**config.mk**
```make
export PLATFORM = sky130hd
export DESIGN_NAME = linked_stereo_envelope_gate_top
export DESIGN_NICKNAME = d
export VERILOG_FILES = /design/src/sv/lseg_pkg.sv /design/src/sv/linked_stereo_envelope_gate_top.sv /design/src/sv/lseg_smul.sv
export SDC_FILE = /design/constraint.sdc
export NUM_CORES = 2
export LEC_CHECK = 0
export BUFFER_PORTS_ARGS = -buffer_cell sky130_fd_sc_hd__buf_2
export CAP_MARGIN = 15
export CORE_MARGIN = 2
export CORE_UTILIZATION = 60
export CTS_CLUSTER_SIZE = 24
export DETAILED_ROUTE_END_ITERATION = 16
export PLACE_DENSITY = 0.77
export SYNTH_ARGS = -nofsm -noshare
export SYNTH_HDL_FRONTEND = slang
export SYNTH_SLANG_ARGS = --single-unit
```
**constraint.sdc**
```tcl
create_clock -name clock -period 18.6 [get_ports clock]
set_clock_uncertainty 0.15 [all_clocks]
set_input_delay 2.79 -clock clock [delete_from_list [all_inputs] [get_ports clock]]
set_output_delay 2.79 -clock clock [all_outputs]
set_load 0.05 [all_outputs]
```
**src/sv/lseg_pkg.sv**
```systemverilog
package lseg_pkg;

   // field widths fixed by the payload format
   localparam int SAMPLE_BITS = 24;
   localparam int COEF_BITS_DEF = 24;
   localparam int WET_BITS = 17;
   localparam int WET_FRAC = 16;
   localparam int CSR_INDEX_BITS = 3;

   // register indexes
   localparam logic [CSR_INDEX_BITS-1:0] REG_THRESHOLD = 3'd0;
   localparam logic [CSR_INDEX_BITS-1:0] REG_TREBLE_KEEP = 3'd1;
   localparam logic [CSR_INDEX_BITS-1:0] REG_BASS_KEEP = 3'd2;
   localparam logic [CSR_INDEX_BITS-1:0] REG_ATTACK_BASE = 3'd3;
   localparam logic [CSR_INDEX_BITS-1:0] REG_WET_MIX = 3'd4;

   // reset values, given for 24 coefficient bits (rescaled in the top level)
   localparam longint TREBLE_KEEP_RST = 64'd16773219;
   localparam longint BASS_KEEP_RST = 64'd16775168;
   localparam longint ATTACK_BASE_RST = 64'd12583;
   localparam longint RST_COEF_BITS = 64'd24;

   typedef struct packed {
      logic signed [SAMPLE_BITS-1:0] sample_left;
      logic signed [SAMPLE_BITS-1:0] sample_right;
   } req_type;

   typedef struct packed {
      logic signed [SAMPLE_BITS-1:0] out_left;
      logic signed [SAMPLE_BITS-1:0] out_right;
   } rsp_type;

endpackage

```
**src/sv/linked_stereo_envelope_gate_top.sv**
```systemverilog
// Linked stereo envelope gate. One stereo transaction in (Q1.23 left/right) gives one
// stereo transaction out. The louder channel's magnitude opens the gate when it exceeds
// threshold_level; the corner levels then move, treble up an attack step, bass down
// twice that, lowpass states snap to the input and highpass states clear; otherwise
// both levels decay through the keep multipliers. Output is lowpass minus highpass
// from one of two alternating banks (zero unless treble is above bass), mixed with
// the dry input by wet_mix and saturated. All products run through one bit-serial
// shift-add multiplier, one multiplier bit per cycle: a frame runs nine products
// with the gate closed and seven with it open. A new request transaction is taken
// only when the previous frame has left the sequencer; the finished frame waits in
// the output register so the next request can be taken while it is stalled. Config
// registers may be written only while the block is idle.
module linked_stereo_envelope_gate_top #(
   parameter int COEF_BITS = lseg_pkg::COEF_BITS_DEF
) (
   input  logic                 clock,
   input  logic                 reset,
   input  logic                 req_valid,
   output logic                 req_stall,
   input  lseg_pkg::req_type    req_data,
   output logic                 rsp_valid,
   input  logic                 rsp_stall,
   output lseg_pkg::rsp_type    rsp_data,
   input  logic                 csr_we,
   input  logic [lseg_pkg::CSR_INDEX_BITS-1:0] csr_index,
   input  logic [((lseg_pkg::SAMPLE_BITS > COEF_BITS + 1) ?
                  lseg_pkg::SAMPLE_BITS : COEF_BITS + 1) - 1:0] csr_data
);

   localparam int SB = lseg_pkg::SAMPLE_BITS;
   localparam int CB = COEF_BITS;
   localparam int WW = lseg_pkg::WET_BITS;
   localparam int CSR_W = (SB > CB + 1) ? SB : CB + 1;
   localparam int KEEP_W = CB + 1;
   localparam int LF = CB - 2;                      // level fraction bits
   // multiplicand: sample/level differences; multiplier: coefficients (reversed in the attack product)
   localparam int A_W = (SB + 2 > CB + 2) ? SB + 2 : CB + 2;
   localparam int B_W0 = (SB + 2 > CB + 2) ? SB + 2 : CB + 2;
   localparam int B_W = (B_W0 > WW + 1) ? B_W0 : WW + 1;
   localparam int P_W = A_W + 1 + B_W;
   localparam logic [CB-1:0] LEVEL_ONE = CB'(1) << LF;
   localparam logic [CB-1:0] LEVEL_TWO = CB'(1) << (LF + 1);
   localparam logic [KEEP_W-1:0] KEEP_ONE = KEEP_W'(1) << CB;
   localparam logic [WW-1:0] WET_ONE = WW'(1) << lseg_pkg::WET_FRAC;
   localparam logic signed [P_W-1:0] SMAX = P_W'((64'sd1 <<< (SB - 1)) - 1);
   localparam logic signed [P_W-1:0] SMIN = -P_W'(64'sd1 <<< (SB - 1));
   localparam logic [KEEP_W-1:0] TKEEP_RST =
      KEEP_W'((lseg_pkg::TREBLE_KEEP_RST << CB) >> lseg_pkg::RST_COEF_BITS);
   localparam logic [KEEP_W-1:0] BKEEP_RST =
      KEEP_W'((lseg_pkg::BASS_KEEP_RST << CB) >> lseg_pkg::RST_COEF_BITS);
   localparam logic [CB-1:0] ATK_RST =
      CB'((lseg_pkg::ATTACK_BASE_RST << CB) >> lseg_pkg::RST_COEF_BITS);

   typedef enum logic [3:0] {
      ST_IDLE  = 4'b0001,
      ST_SETUP = 4'b0010,
      ST_MULT  = 4'b0100,
      ST_OUT   = 4'b1000
   } state_type;

   // product sequence of one frame
   typedef enum logic [3:0] {
      OP_ATK, OP_TRE, OP_BAS, OP_LP0, OP_HP0, OP_MIX0, OP_LP1, OP_HP1, OP_MIX1
   } op_type;

   // config registers
   logic [SB-1:0]     thr_ff;
   logic [KEEP_W-1:0] tkeep_ff;
   logic [KEEP_W-1:0] bkeep_ff;
   logic [CB-1:0]     atk_base_ff;
   logic [WW-1:0]     wet_ff;

   // frame state
   state_type              state_ff, state_in;
   op_type                 op_ff, op_in;
   logic signed [SB-1:0]   x_ff [2];
   logic [SB-1:0]          mag_ff;
   logic [CB-1:0]          treble_ff, treble_in;
   logic [CB-1:0]          bass_ff, bass_in;
   logic signed [SB-1:0]   lp_ff [4];
   logic signed [SB-1:0]   hp_ff [4];
   logic signed [SB-1:0]   lp_in [4];
   logic signed [SB-1:0]   hp_in [4];
   logic                   bank_ff, bank_in;
   logic signed [SB-1:0]   out_ff [2];
   logic signed [SB-1:0]   out_in [2];
   logic                   rsp_valid_ff;
   lseg_pkg::rsp_type      rsp_data_ff;

   // multiplier hookup
   logic                   mul_start;
   logic                   mul_done;
   logic signed [A_W-1:0]  mul_a;
   logic signed [B_W-1:0]  mul_b;
   logic signed [P_W-1:0]  mul_p;

   logic                   ch;
   logic [1:0]             idx;
   logic signed [P_W-1:0]  xe, lpe, hpe, tre, bae, gated;
   logic signed [P_W-1:0]  r_cb, r_lf, r_sb, r_wet;
   logic signed [P_W-1:0]  atk, t_open, b_open, lvl, v;
   logic [SB-1:0]          mag0, mag1, mag_max;
   logic                   req_acc;
   logic                   rsp_free;

   // round to nearest, ties up (arithmetic shift floors)
   function automatic logic signed [P_W-1:0] rnd(input logic signed [P_W-1:0] p,
                                                 input int s);
      logic signed [P_W-1:0] half;
      half = $signed(P_W'(1)) <<< (s - 1);
      rnd = (p + half) >>> s;
   endfunction

   function automatic logic signed [P_W-1:0] sat(input logic signed [P_W-1:0] p);
      if (p > SMAX) begin
         sat = SMAX;
      end else if (p < SMIN) begin
         sat = SMIN;
      end else begin
         sat = p;
      end
   endfunction

   assign req_acc = req_valid && !req_stall;
   assign req_stall = (state_ff != ST_IDLE);
   assign rsp_free = !rsp_valid_ff || !rsp_stall;

   // config writes, keep and wet saturate to one
   always_ff @(posedge clock) begin
      if (reset) begin
         thr_ff <= '0;
         tkeep_ff <= TKEEP_RST;
         bkeep_ff <= BKEEP_RST;
         atk_base_ff <= ATK_RST;
         wet_ff <= WET_ONE;
      end else if (csr_we) begin
         unique case (csr_index)
            lseg_pkg::REG_THRESHOLD: thr_ff <= csr_data[SB-1:0];
            lseg_pkg::REG_TREBLE_KEEP:
               tkeep_ff <= (csr_data[KEEP_W-1:0] > KEEP_ONE) ? KEEP_ONE
                                                              : csr_data[KEEP_W-1:0];
            lseg_pkg::REG_BASS_KEEP:
               bkeep_ff <= (csr_data[KEEP_W-1:0] > KEEP_ONE) ? KEEP_ONE
                                                              : csr_data[KEEP_W-1:0];
            lseg_pkg::REG_ATTACK_BASE: atk_base_ff <= csr_data[CB-1:0];
            lseg_pkg::REG_WET_MIX:
               wet_ff <= (csr_data[WW-1:0] > WET_ONE) ? WET_ONE : csr_data[WW-1:0];
            default: ;
         endcase
      end
   end

   // channel of the current op and its slot in the filter banks (bank 1 = A)
   assign ch = (op_ff == OP_LP1) || (op_ff == OP_HP1) || (op_ff == OP_MIX1);
   assign idx = {bank_ff, ch};
   assign xe = P_W'(x_ff[ch]);
   assign lpe = P_W'(lp_ff[idx]);
   assign hpe = P_W'(hp_ff[idx]);
   assign tre = $signed(P_W'(treble_ff));
   assign bae = $signed(P_W'(bass_ff));
   assign gated = (treble_ff > bass_ff) ? (lpe - hpe) : '0;

   // operand select
   always_comb begin
      mul_a = '0;
      mul_b = '0;
      case (op_ff) inside
         OP_ATK: begin
            mul_a = $signed(A_W'(atk_base_ff));
            mul_b = $signed(B_W'(mag_max));
         end
         OP_TRE: begin
            mul_a = A_W'(tre - bae);
            mul_b = $signed(B_W'(tkeep_ff));
         end
         OP_BAS: begin
            mul_a = A_W'(bae - tre);
            mul_b = $signed(B_W'(bkeep_ff));
         end
         OP_LP0, OP_LP1: begin
            mul_a = A_W'(xe - lpe);
            mul_b = $signed(B_W'(treble_ff));
         end
         OP_HP0, OP_HP1: begin
            mul_a = A_W'(xe - hpe);
            mul_b = $signed(B_W'(bass_ff));
         end
         default: begin
            mul_a = A_W'(gated - xe);
            mul_b = $signed(B_W'(wet_ff));
         end
      endcase
   end

   assign mul_start = (state_ff == ST_SETUP);

   lseg_smul #(
      .A_W(A_W),
      .B_W(B_W)
   ) u_smul (
      .clock(clock),
      .reset(reset),
      .start(mul_start),
      .a(mul_a),
      .b(mul_b),
      .done(mul_done),
      .prod(mul_p)
   );

   assign r_cb = rnd(mul_p, CB);
   assign r_lf = rnd(mul_p, LF);
   assign r_sb = rnd(mul_p, SB);
   assign r_wet = rnd(mul_p, lseg_pkg::WET_FRAC);

   // open gate: attack step never goes negative since it loses at most half
   assign atk = $signed(P_W'(atk_base_ff)) - r_sb;
   assign t_open = (tre + atk > $signed(P_W'(LEVEL_TWO))) ? $signed(P_W'(LEVEL_TWO))
                                                          : tre + atk;
   assign b_open = (bae - (atk <<< 1) < 0) ? '0 : bae - (atk <<< 1);

   assign mag0 = x_ff[0][SB-1] ? SB'(-x_ff[0]) : SB'(x_ff[0]);
   assign mag1 = x_ff[1][SB-1] ? SB'(-x_ff[1]) : SB'(x_ff[1]);
   // louder channel, fed straight to the first product from the input registers
   assign mag_max = (mag0 > mag1) ? mag0 : mag1;

   // sequencer and write-back of each product
   always_comb begin
      state_in = state_ff;
      op_in = op_ff;
      treble_in = treble_ff;
      bass_in = bass_ff;
      bank_in = bank_ff;
      lp_in = lp_ff;
      hp_in = hp_ff;
      out_in = out_ff;
      lvl = '0;
      v = '0;
      unique case (state_ff)
         ST_IDLE: begin
            if (req_acc) begin
               state_in = ST_SETUP;
               op_in = OP_ATK;
            end
         end
         ST_SETUP: state_in = ST_MULT;
         ST_MULT: begin
            if (mul_done) begin
               state_in = ST_SETUP;
               case (op_ff) inside
                  OP_ATK: begin
                     if (mag_ff > thr_ff) begin
                        treble_in = CB'(t_open);
                        lvl = (b_open > $signed(P_W'(LEVEL_ONE))) ?
                              $signed(P_W'(LEVEL_ONE)) : b_open;
                        bass_in = CB'(lvl);
                        for (int i = 0; i < 4; i++) begin
                           lp_in[i] = x_ff[i % 2];
                           hp_in[i] = '0;
                        end
                        op_in = OP_LP0;
                     end else begin
                        op_in = OP_TRE;
                     end
                  end
                  OP_TRE: begin
                     treble_in = CB'(bae + r_cb);
                     op_in = OP_BAS;
                  end
                  OP_BAS: begin
                     lvl = tre + r_cb;
                     if (lvl > $signed(P_W'(LEVEL_ONE))) begin
                        lvl = $signed(P_W'(LEVEL_ONE));
                     end
                     bass_in = CB'(lvl);
                     op_in = OP_LP0;
                  end
                  OP_LP0, OP_LP1: begin
                     lp_in[idx] = (treble_ff >= LEVEL_ONE) ? x_ff[ch] : SB'(lpe + r_lf);
                     op_in = ch ? OP_HP1 : OP_HP0;
                  end
                  OP_HP0, OP_HP1: begin
                     hp_in[idx] = (bass_ff != '0) ? SB'(hpe + r_lf) : '0;
                     op_in = ch ? OP_MIX1 : OP_MIX0;
                  end
                  default: begin
                     v = sat(xe + r_wet);
                     out_in[ch] = SB'(v);
                     if (ch) begin
                        state_in = ST_OUT;
                        bank_in = !bank_ff;
                     end else begin
                        op_in = OP_LP1;
                     end
                  end
               endcase
            end
         end
         ST_OUT: begin
            if (rsp_free) begin
               state_in = ST_IDLE;
            end
         end
         default: state_in = ST_IDLE;
      endcase
   end

   always_ff @(posedge clock) begin
      if (reset) begin
         state_ff <= ST_IDLE;
         op_ff <= OP_ATK;
         treble_ff <= LEVEL_ONE;
         bass_ff <= '0;
         bank_ff <= 1'b0;
         for (int i = 0; i < 4; i++) begin
            lp_ff[i] <= '0;
            hp_ff[i] <= '0;
         end
         rsp_valid_ff <= 1'b0;
      end else begin
         state_ff <= state_in;
         op_ff <= op_in;
         treble_ff <= treble_in;
         bass_ff <= bass_in;
         bank_ff <= bank_in;
         lp_ff <= lp_in;
         hp_ff <= hp_in;
         if (state_ff == ST_OUT && rsp_free) begin
            rsp_valid_ff <= 1'b1;
         end else if (!rsp_stall) begin
            rsp_valid_ff <= 1'b0;
         end
      end
   end

   // payload registers
   always_ff @(posedge clock) begin
      if (req_acc) begin
         x_ff[0] <= req_data.sample_left;
         x_ff[1] <= req_data.sample_right;
      end
      if (state_ff == ST_SETUP && op_ff == OP_ATK) begin
         mag_ff <= mag_max;
      end
      out_ff <= out_in;
      if (state_ff == ST_OUT && rsp_free) begin
         rsp_data_ff.out_left <= out_ff[0];
         rsp_data_ff.out_right <= out_ff[1];
      end
   end

   assign rsp_valid = rsp_valid_ff;
   assign rsp_data = rsp_data_ff;

   // level bounds, multiplier handshake and frame start
   a_bass_bound: assert property (@(posedge clock) disable iff (reset)
      bass_ff <= LEVEL_ONE) else $error("bass level above one");
   a_treble_bound: assert property (@(posedge clock) disable iff (reset)
      treble_ff <= LEVEL_TWO) else $error("treble level above two");
   a_done_in_mult: assert property (@(posedge clock) disable iff (reset)
      mul_done |-> state_ff == ST_MULT) else $error("product finished outside multiply");
   a_accept_starts: assert property (@(posedge clock) disable iff (reset)
      req_acc |=> (state_ff == ST_SETUP && op_ff == OP_ATK))
      else $error("accepted frame did not start");

endmodule

```
**src/sv/lseg_smul.sv**
```systemverilog
module lseg_smul #(
   parameter int A_W = 26,
   parameter int B_W = 26
) (
   input  logic                    clock,
   input  logic                    reset,
   input  logic                    start,
   input  logic signed [A_W-1:0]   a,
   input  logic signed [B_W-1:0]   b,
   output logic                    done,
   output logic signed [A_W+B_W:0] prod
);

   localparam int CNT_W = $clog2(B_W + 1);

   logic signed [A_W-1:0] a_ff;
   logic signed [A_W:0]   hi_ff;
   logic [B_W-1:0]        lo_ff;
   logic [CNT_W-1:0]      cnt_ff;
   logic                  busy_ff;
   logic                  done_ff;
   logic                  last;
   logic signed [A_W+1:0] addend;
   logic signed [A_W+1:0] sum;

   // multiplier bits retire LSB first; the sign bit carries negative weight
   assign last = (cnt_ff == CNT_W'(B_W - 1));

   always_comb begin
      if (!lo_ff[0]) begin
         addend = '0;
      end else if (last) begin
         addend = -((A_W+2)'(a_ff));
      end else begin
         addend = (A_W+2)'(a_ff);
      end
      sum = (A_W+2)'(hi_ff) + addend;
   end

   always_ff @(posedge clock) begin
      if (reset) begin
         busy_ff <= 1'b0;
         done_ff <= 1'b0;
         cnt_ff <= '0;
      end else begin
         done_ff <= 1'b0;
         if (start) begin
            busy_ff <= 1'b1;
            cnt_ff <= '0;
         end else if (busy_ff) begin
            cnt_ff <= cnt_ff + CNT_W'(1);
            if (last) begin
               busy_ff <= 1'b0;
               done_ff <= 1'b1;
            end
         end
      end
   end

   always_ff @(posedge clock) begin
      if (start) begin
         a_ff <= a;
         hi_ff <= '0;
         lo_ff <= b;
      end else if (busy_ff) begin
         hi_ff <= sum[A_W+1:1];
         lo_ff <= {sum[0], lo_ff[B_W-1:1]};
      end
   end

   assign done = done_ff;
   assign prod = {hi_ff, lo_ff};

endmodule

```
# ---- After elaboration in Yosys (flattened, before gate mapping)
# Memory sizes are Yosys's and may differ from the RTL's.
# Index checks and enable logic that the tools add are counted.
dict set report totals {
  reg_bits 571
  ram_bits 48
  inputBits 81
  output_inout_bits 50
  word_cells 239
  memories 1
}
dict set report op_classes {
  add_sub_neg 23
  order_cmp 16
  eq_ne 26
  muxes 96
  bitwise_logic 8
  n_reduce_logical 38
}
# name depth word_bits rd rd_clocked_by_memory_dff wr line
set memory_table {}
lappend memory_table {x_ff 2 24 3 0 2 linked_stereo_envelope_gate_top.sv:76} ;# logic signed [SB-1:0] x_ff [2];
# cell n
set ops {}
lappend ops {{$mux 96} 11}
lappend ops {{$mux 24} 33}
lappend ops {{$mux 26} 9}
lappend ops {{$bwmux 96} 2}
lappend ops {{$sub 24x24->25} 5}
lappend ops {{$bmux 24 s2} 2}
lappend ops {{$add 24x24->24} 3}
lappend ops {{$gt 24x24->1} 3}
lappend ops {{$mux 4} 18}
lappend ops {{$sub 25x31->32} 2}
lappend ops {{$mux 28} 2}
lappend ops {{$add 53x17->53 const B} 1}
lappend ops {{$add 53x25->53 const B} 1}
lappend ops {{$gt 53x24->1 const B} 1}
lappend ops {{$mux 53} 1}
lappend ops {{$mux 25} 2}
lappend ops {{$bwmux 48} 1}
lappend ops {{$demux 24 s2} 1}
lappend ops {{$neg 24->24} 2}
lappend ops {{$add 46x23->46 const B} 1}
lappend ops {{$add 24x37->38} 1}
lappend ops {{$gt 38x24->1 const B} 1}
lappend ops {{$lt 38x24->1 const B} 1}
lappend ops {{$lt 32x1->1 const B} 1}
lappend ops {{other kinds (53)} 102}

# ---- Depth between registers and ports, before layout
# An unclocked memory read counts as a cell.
dict set report logic_depth {
  word_depth 16
  ltp_mapped 33
  depth_no_buf 31
}

# ---- By module
# From an unflattened synthesis, not the netlist that was laid out.
dict set report unflattened {
  hier_cells 6017
  area_unflattened_um2 49769.0
}
# mod instances cells_each area_each_um2 seq_area_each_um2
set by_module_without_submodules {}
lappend by_module_without_submodules {linked_stereo_envelope_gate_top 1 5504 44575.3 12351.8}
lappend by_module_without_submodules {lseg_smul 1 513 5193.7 2242.2}

# ---- Least setup slack after synthesis
# OpenSTA, ideal clock, no wires.
dict set report synth_path {
  path_type {flip-flop to flip-flop}
  from {register op_ff[2]}
  to {register u_smul.a_ff[25], data pin}
  setup_time_ns 0.133
  arrival_time_ns 7.085
  required_time_ns 18.317
  path_slack_ns 11.232
  stages_incl_launch_ff 32
  n_path_buf 4
  synth_period_minus_slack_ns 7.368
  cell_sequence {dfxtp_1 > clkbuf_1 > inv_1 > and3_1 > a21oi_1 > clkbuf_1 > buf_1 > buf_1 > mux4_2 > ha_1 > a21o_1 > a21oi_1 > nor2b_1 > o21a_1 > or3_1 > a31oi_1 > xor2_1 > nor2_1 > ha_1 > a21o_1 > a21o_1 > a211oi_1 > o31ai_1 > a21oi_1 > o21ai_0 > a21oi_1 > o22a_1 > o21ai_0 > a2111oi_0 > a21oi_1 > o21ai_0 > a311o_1}
}
dict set report synth_between {
  elab_chain_cells 14
  elab_cells_between_ends 29
  classes_between {add/sub: 4; eq/ne: 7; mux: 11; bitwise: 1; reduce/logical: 5; memory: 1}
}
# item line
set synth_lines {}
lappend synth_lines {{from (decl)} linked_stereo_envelope_gate_top.sv:75} ;# op_type op_ff, op_in;
lappend synth_lines {{from (signal assigned)} linked_stereo_envelope_gate_top.sv:321} ;# op_ff <= op_in;
lappend synth_lines {{$eq 4x3->1} linked_stereo_envelope_gate_top.sv:154} ;# assign ch = (op_ff == OP_LP1) || (op_ff == OP_HP1) || (op_ff == OP_MIX1);
lappend synth_lines {{$logic_or 1x1->1 (2 in series)} linked_stereo_envelope_gate_top.sv:154}
lappend synth_lines {{$not 2->3 (implied by the code)} {linked_stereo_envelope_gate_top.sv:157, linked_stereo_envelope_gate_top.sv:158}}
lappend synth_lines {{$bmux 24 s2, on equally long branches} {linked_stereo_envelope_gate_top.sv:157, linked_stereo_envelope_gate_top.sv:158}}
lappend synth_lines {{$mux 24, on equally long branches (2 in series)} {linked_stereo_envelope_gate_top.sv:157, linked_stereo_envelope_gate_top.sv:158}}
lappend synth_lines {{$sub 24x24->25} linked_stereo_envelope_gate_top.sv:161} ;# assign gated = (treble_ff > bass_ff) ? (lpe - hpe) : '0;
lappend synth_lines {{$mux 26} linked_stereo_envelope_gate_top.sv:161}
lappend synth_lines {{$sub 26x24->26} linked_stereo_envelope_gate_top.sv:189} ;# mul_a = A_W'(gated - xe);
lappend synth_lines {{$mux 26 (4 in series)} linked_stereo_envelope_gate_top.sv:167} ;# case (op_ff) inside
lappend synth_lines {{to (signal assigned)} lseg_smul.sv:62} ;# a_ff <= a;
lappend synth_lines {{to (decl)} lseg_smul.sv:16} ;# logic signed [A_W-1:0] a_ff;
# Several ways; a longest one is shown, not always the timed one. The select of a mux whose other input is x is not followed.
# A chain may end at the register's enable or synchronous reset.

# ---- Final worst setup path
# Ends and elaborated chain as after synthesis.

==> flow_summary.toml <==
[outcome]
outcome = "complete, no violations"

[layout]
multiInputGateArea_um2 = 32100
nFillCells = 6961
final_util_pct = 65.6
syn_to_final_growth_pct = 8.12
fin_nets = 6422
stdcell_count = 7020
drive_gt1_share_pct = 8.11
register_area_um2 = 14600

[power]
seqPwrFrac_pct = 26.1
p_clk_share_pct = 19.8
p_total_w = 0.00734
irDropWorstVdd_v = 0.000175
total_leakage_power_nw = 21.6
p_sw_w = 0.00341
p_comb_share_pct = 54.2
internal_power_w = 0.00393
netSwitchingFraction_pct = 46.4
powerDensity_nw_per_um2 = 139

[worst_setup_path]
cp.required_ns = 18.96
cp_max_fo = 34
regToRegSetupSlack_ns = 9.88
cp_num_buf_inv = 3
end_kind = "flip-flop"
cp.arrival_ns = 9.08
reg2reg_depth = 30
reg2reg_from = "op_ff[2]"
cpMostUsedCell = "a21oi_1"
cp_slowest_stage_delay_ns = 0.74
crit_type = "reg -> reg"
r2r-end = "u_smul.a_ff[25]"
crit_slowest_cell = "dfxtp_1"
worst_setup_path_start_kind = "flip-flop"
cpLargestDelayFamily = "compound AO/OA/AOI/OAI gates"

[hold_path]
holdPathStages = 0
min_from = "out_ff[26]"
hold_end = "rsp_data[26]"
hold_class = "reg -> reg"

[route]
vias_per_cell = 6.66
routedWlPerCell_um = 24.9
routed_wl_mm = 175
ant_nets = 0
vias = 46727
drtIter0Drc = 5315
dr.pass1.iters = 7
drc = 0

[clock_network]
htree_levels = 3
clk_latency_ns = 0.66
clk_pin_slew_ns = 0.06
cts_root_buf = "clkbuf_16"
cts_tree = "yes"
cts_buffer_depth = 3
post_cts_buffers = 0
cts_buffers = 71
cts_hold_buffers = 0
ctsResizeCount = 0
cts_sinks = 619

[placed_design]
place_ws_ns = 10.12
portBuffers = 130
place_hpwl_mm = 134
place_inst = 6884
place.gp.congestion = 1.06

[logic_synthesis]
synth_ff_type = "dfxtp_1"
ys.warnings.count = 0
yosysMostFrequentCell = "nor2_1"
synth_area_um2 = 48900
syn-num-nets = 6433
ys_seq_elements = 619
synth_edf_count = 220
seq_area_frac_synth_pct = 29.9
synth_cell_types = 99
syn_avg_cell_area_um2 = 8.27
async_flop_share_pct = 0
ys_top_cells_by_area = "dfxtp_1 16%, edfxtp_1 14%, ha_1 11%"
yosys.area.top_type = "dfxtp_1"
synthCells = 5908
synth_common_cells = "600 x nor2_1, 578 x nand2_1, 429 x ha_1, 421 x a21oi_1, 399 x dfxtp_1"
synth_top_area_share_pct = 16.3

[sta]
fin_setup_tns_ns = 0
hold_viol_final = 0
period_share_pct = 46.9
drv_slew = 0
slew_headroom_pct = 15.5
setup_violations = 0
post-route-min-period_ns = 8.72
fmax_ghz = 0.115
rsz0062_at_grt = "no"
setup_slack_ns = 9.88
worst-slew-pin-transition_ns = 1.26

[floorplanning]
coreArea_um2 = 80500
initial_utilization_pct = 60.7
rows = 104
die_x_um = 289
die_y_um = 289
dieArea_um2 = 83700
io_pins = 131

[run]
max-cap-violations = 0

[grt]
grt_pass1_wl_mm = 260
antenna_found_initial = 6
grt_usage_pct = 40.8
gr-total-overflow = 0
first_global_vias = 43192
grt_max_degree = 81
==> how the worst max path moves through the flow <==
stage | start | to | slack [ns] | cells after the start
final | op_ff[2] | u_smul.a_ff[25] | 9.88 | 30
after global routing | treble_ff[1] | u_smul.a_ff[20] | 9.31 | 32
after CTS | op_ff[2] | u_smul.a_ff[25] | 10.06 | 30
after detailed placement | op_ff[2] | u_smul.a_ff[25] | 10.12 | 30
after global placement | treble_ff[1] | u_smul.a_ff[20] | 10.38 | 32
after floorplan | op_ff[2] | u_smul.a_ff[25] | 11.23 | 31
==> cell type report <==
type | instances | share of cell area (%)
clock buffer | 94 | 3.74
multi-input combinational | 4678 | 60.7
clock inverter | 35 | 0.756
antenna | 7 | 0.0332
inverter | 318 | 2.26
tap | 1060 | 2.51
timing repair buffer | 209 | 2.37
sequential | 619 | 27.6
==> layout by cell type, fill, tap and decap left out, types with 19 or more instances in the layout <==
| cell type | n |
|---|---|
| a221o_1 | 24 |
| ha_1 | 429 |
| o21a_1 | 60 |
| buf_2 | 129 |
| o211ai_1 | 71 |
| nand4_1 | 43 |
| mux4_2 | 48 |
| o21ai_0 | 340 |
| a21boi_0 | 23 |
| o31ai_1 | 33 |
| a21o_1 | 157 |
| nand3_1 | 124 |
| clkbuf_16 | 74 |
| o22ai_1 | 45 |
| nor2b_1 | 56 |
| and3_1 | 56 |
| nor2_1 | 595 |
| a31oi_1 | 51 |
| a211oi_1 | 88 |
| a22oi_1 | 174 |
| nor3_1 | 121 |
| nor3_2 | 19 |
| inv_1 | 316 |
| a21oi_1 | 417 |
| nand2b_1 | 74 |
| o221ai_1 | 24 |
| and2_1 | 44 |
| o21bai_1 | 38 |
| mux2i_1 | 76 |
| dfxtp_1 | 396 |
| nand2_1 | 578 |
| nor4_1 | 39 |
| or2_2 | 24 |
| xor2_1 | 188 |
| edfxtp_1 | 220 |
| buf_4 | 79 |
| or3_1 | 53 |
| xnor2_1 | 239 |
| a211o_1 | 30 |
==> power by group through the flow <==
stage	sequential [W]	combinational, W	clock [W]
CTS	0.00190	0.00389	0.00146
floorplan	0.00178	0.00288	0
finish	0.00191	0.00397	0.00145
global placement	0.00192	0.00381	0
detailed placement	0.00192	0.00386	0
global route	0.00191	0.00431	0.00151
==> flip-flops by register name (all words and copies together) (netlist names), 5 cells and up <==
register and flops:
hp_ff 96, lp_ff 96, out_ff 48, rsp_data 48, x_ff 48, u_smul.hi_ff 27, u_smul.a_ff 26, u_smul.lo_ff 26
bkeep_ff 25, tkeep_ff 25, atk_base_ff 24, bass_ff 24, mag_ff 24, thr_ff 24, treble_ff 24, wet_ff 17
u_smul.cnt_ff 5
==> metal layers <==
metal  vias up  routed length, um  share of wire [%]  global-route usage (%)
met4         6              12600                7.2                    25.7
met3       576              19000                 11                    9.05
met1     21961              68700                 39                    53.0
met2      2637              74700                 43                    61.5
li1      21547                  -                  -                       -
met5         -                 38              0.022                       0
==> through the flow <==
| step | hold WS (ns) | cell area, um2 |
|---|---|---|
| after floorplan | 0.250 | 48900 |
| after global placement | 0.251 | 50400 |
| after detailed placement | 0.255 | 50400 |
| after CTS | 0.269 | 52800 |
| after global routing | 0.273 | 52800 |
| final | 0.269 | 52800 |
==> worst register-to-register path: cells and delay by family, from the launching register on <==
| family | cells | cell delay (ns) |
|---|---|---|
| muxes | 1 | 0.46 |
| xor gates and xnor gates | 1 | 0.17 |
| and+or+nand+nor | 5 | 0.80 |
| AOI/OAI and AO/OA | 17 | 4.36 |
| buffers and inverters | 3 | 0.95 |
| DFF | 1 | 0.74 |
| adders and majority gates | 3 | 0.94 |
==> cells by family after synthesis <==
| logic type | count (synthesis) | share of synthesized area [%] |
|---|---|---|
| mux | 126 | 3.82 |
| xor+xnor | 427 | 7.65 |
| compound gates | 1773 | 24.1 |
| simple gates | 1908 | 18.2 |
| buf+inv | 611 | 4.78 |
| flops | 619 | 29.9 |
| fa+ha+maj | 444 | 11.6 |
(Power assumes the default switching activity.)
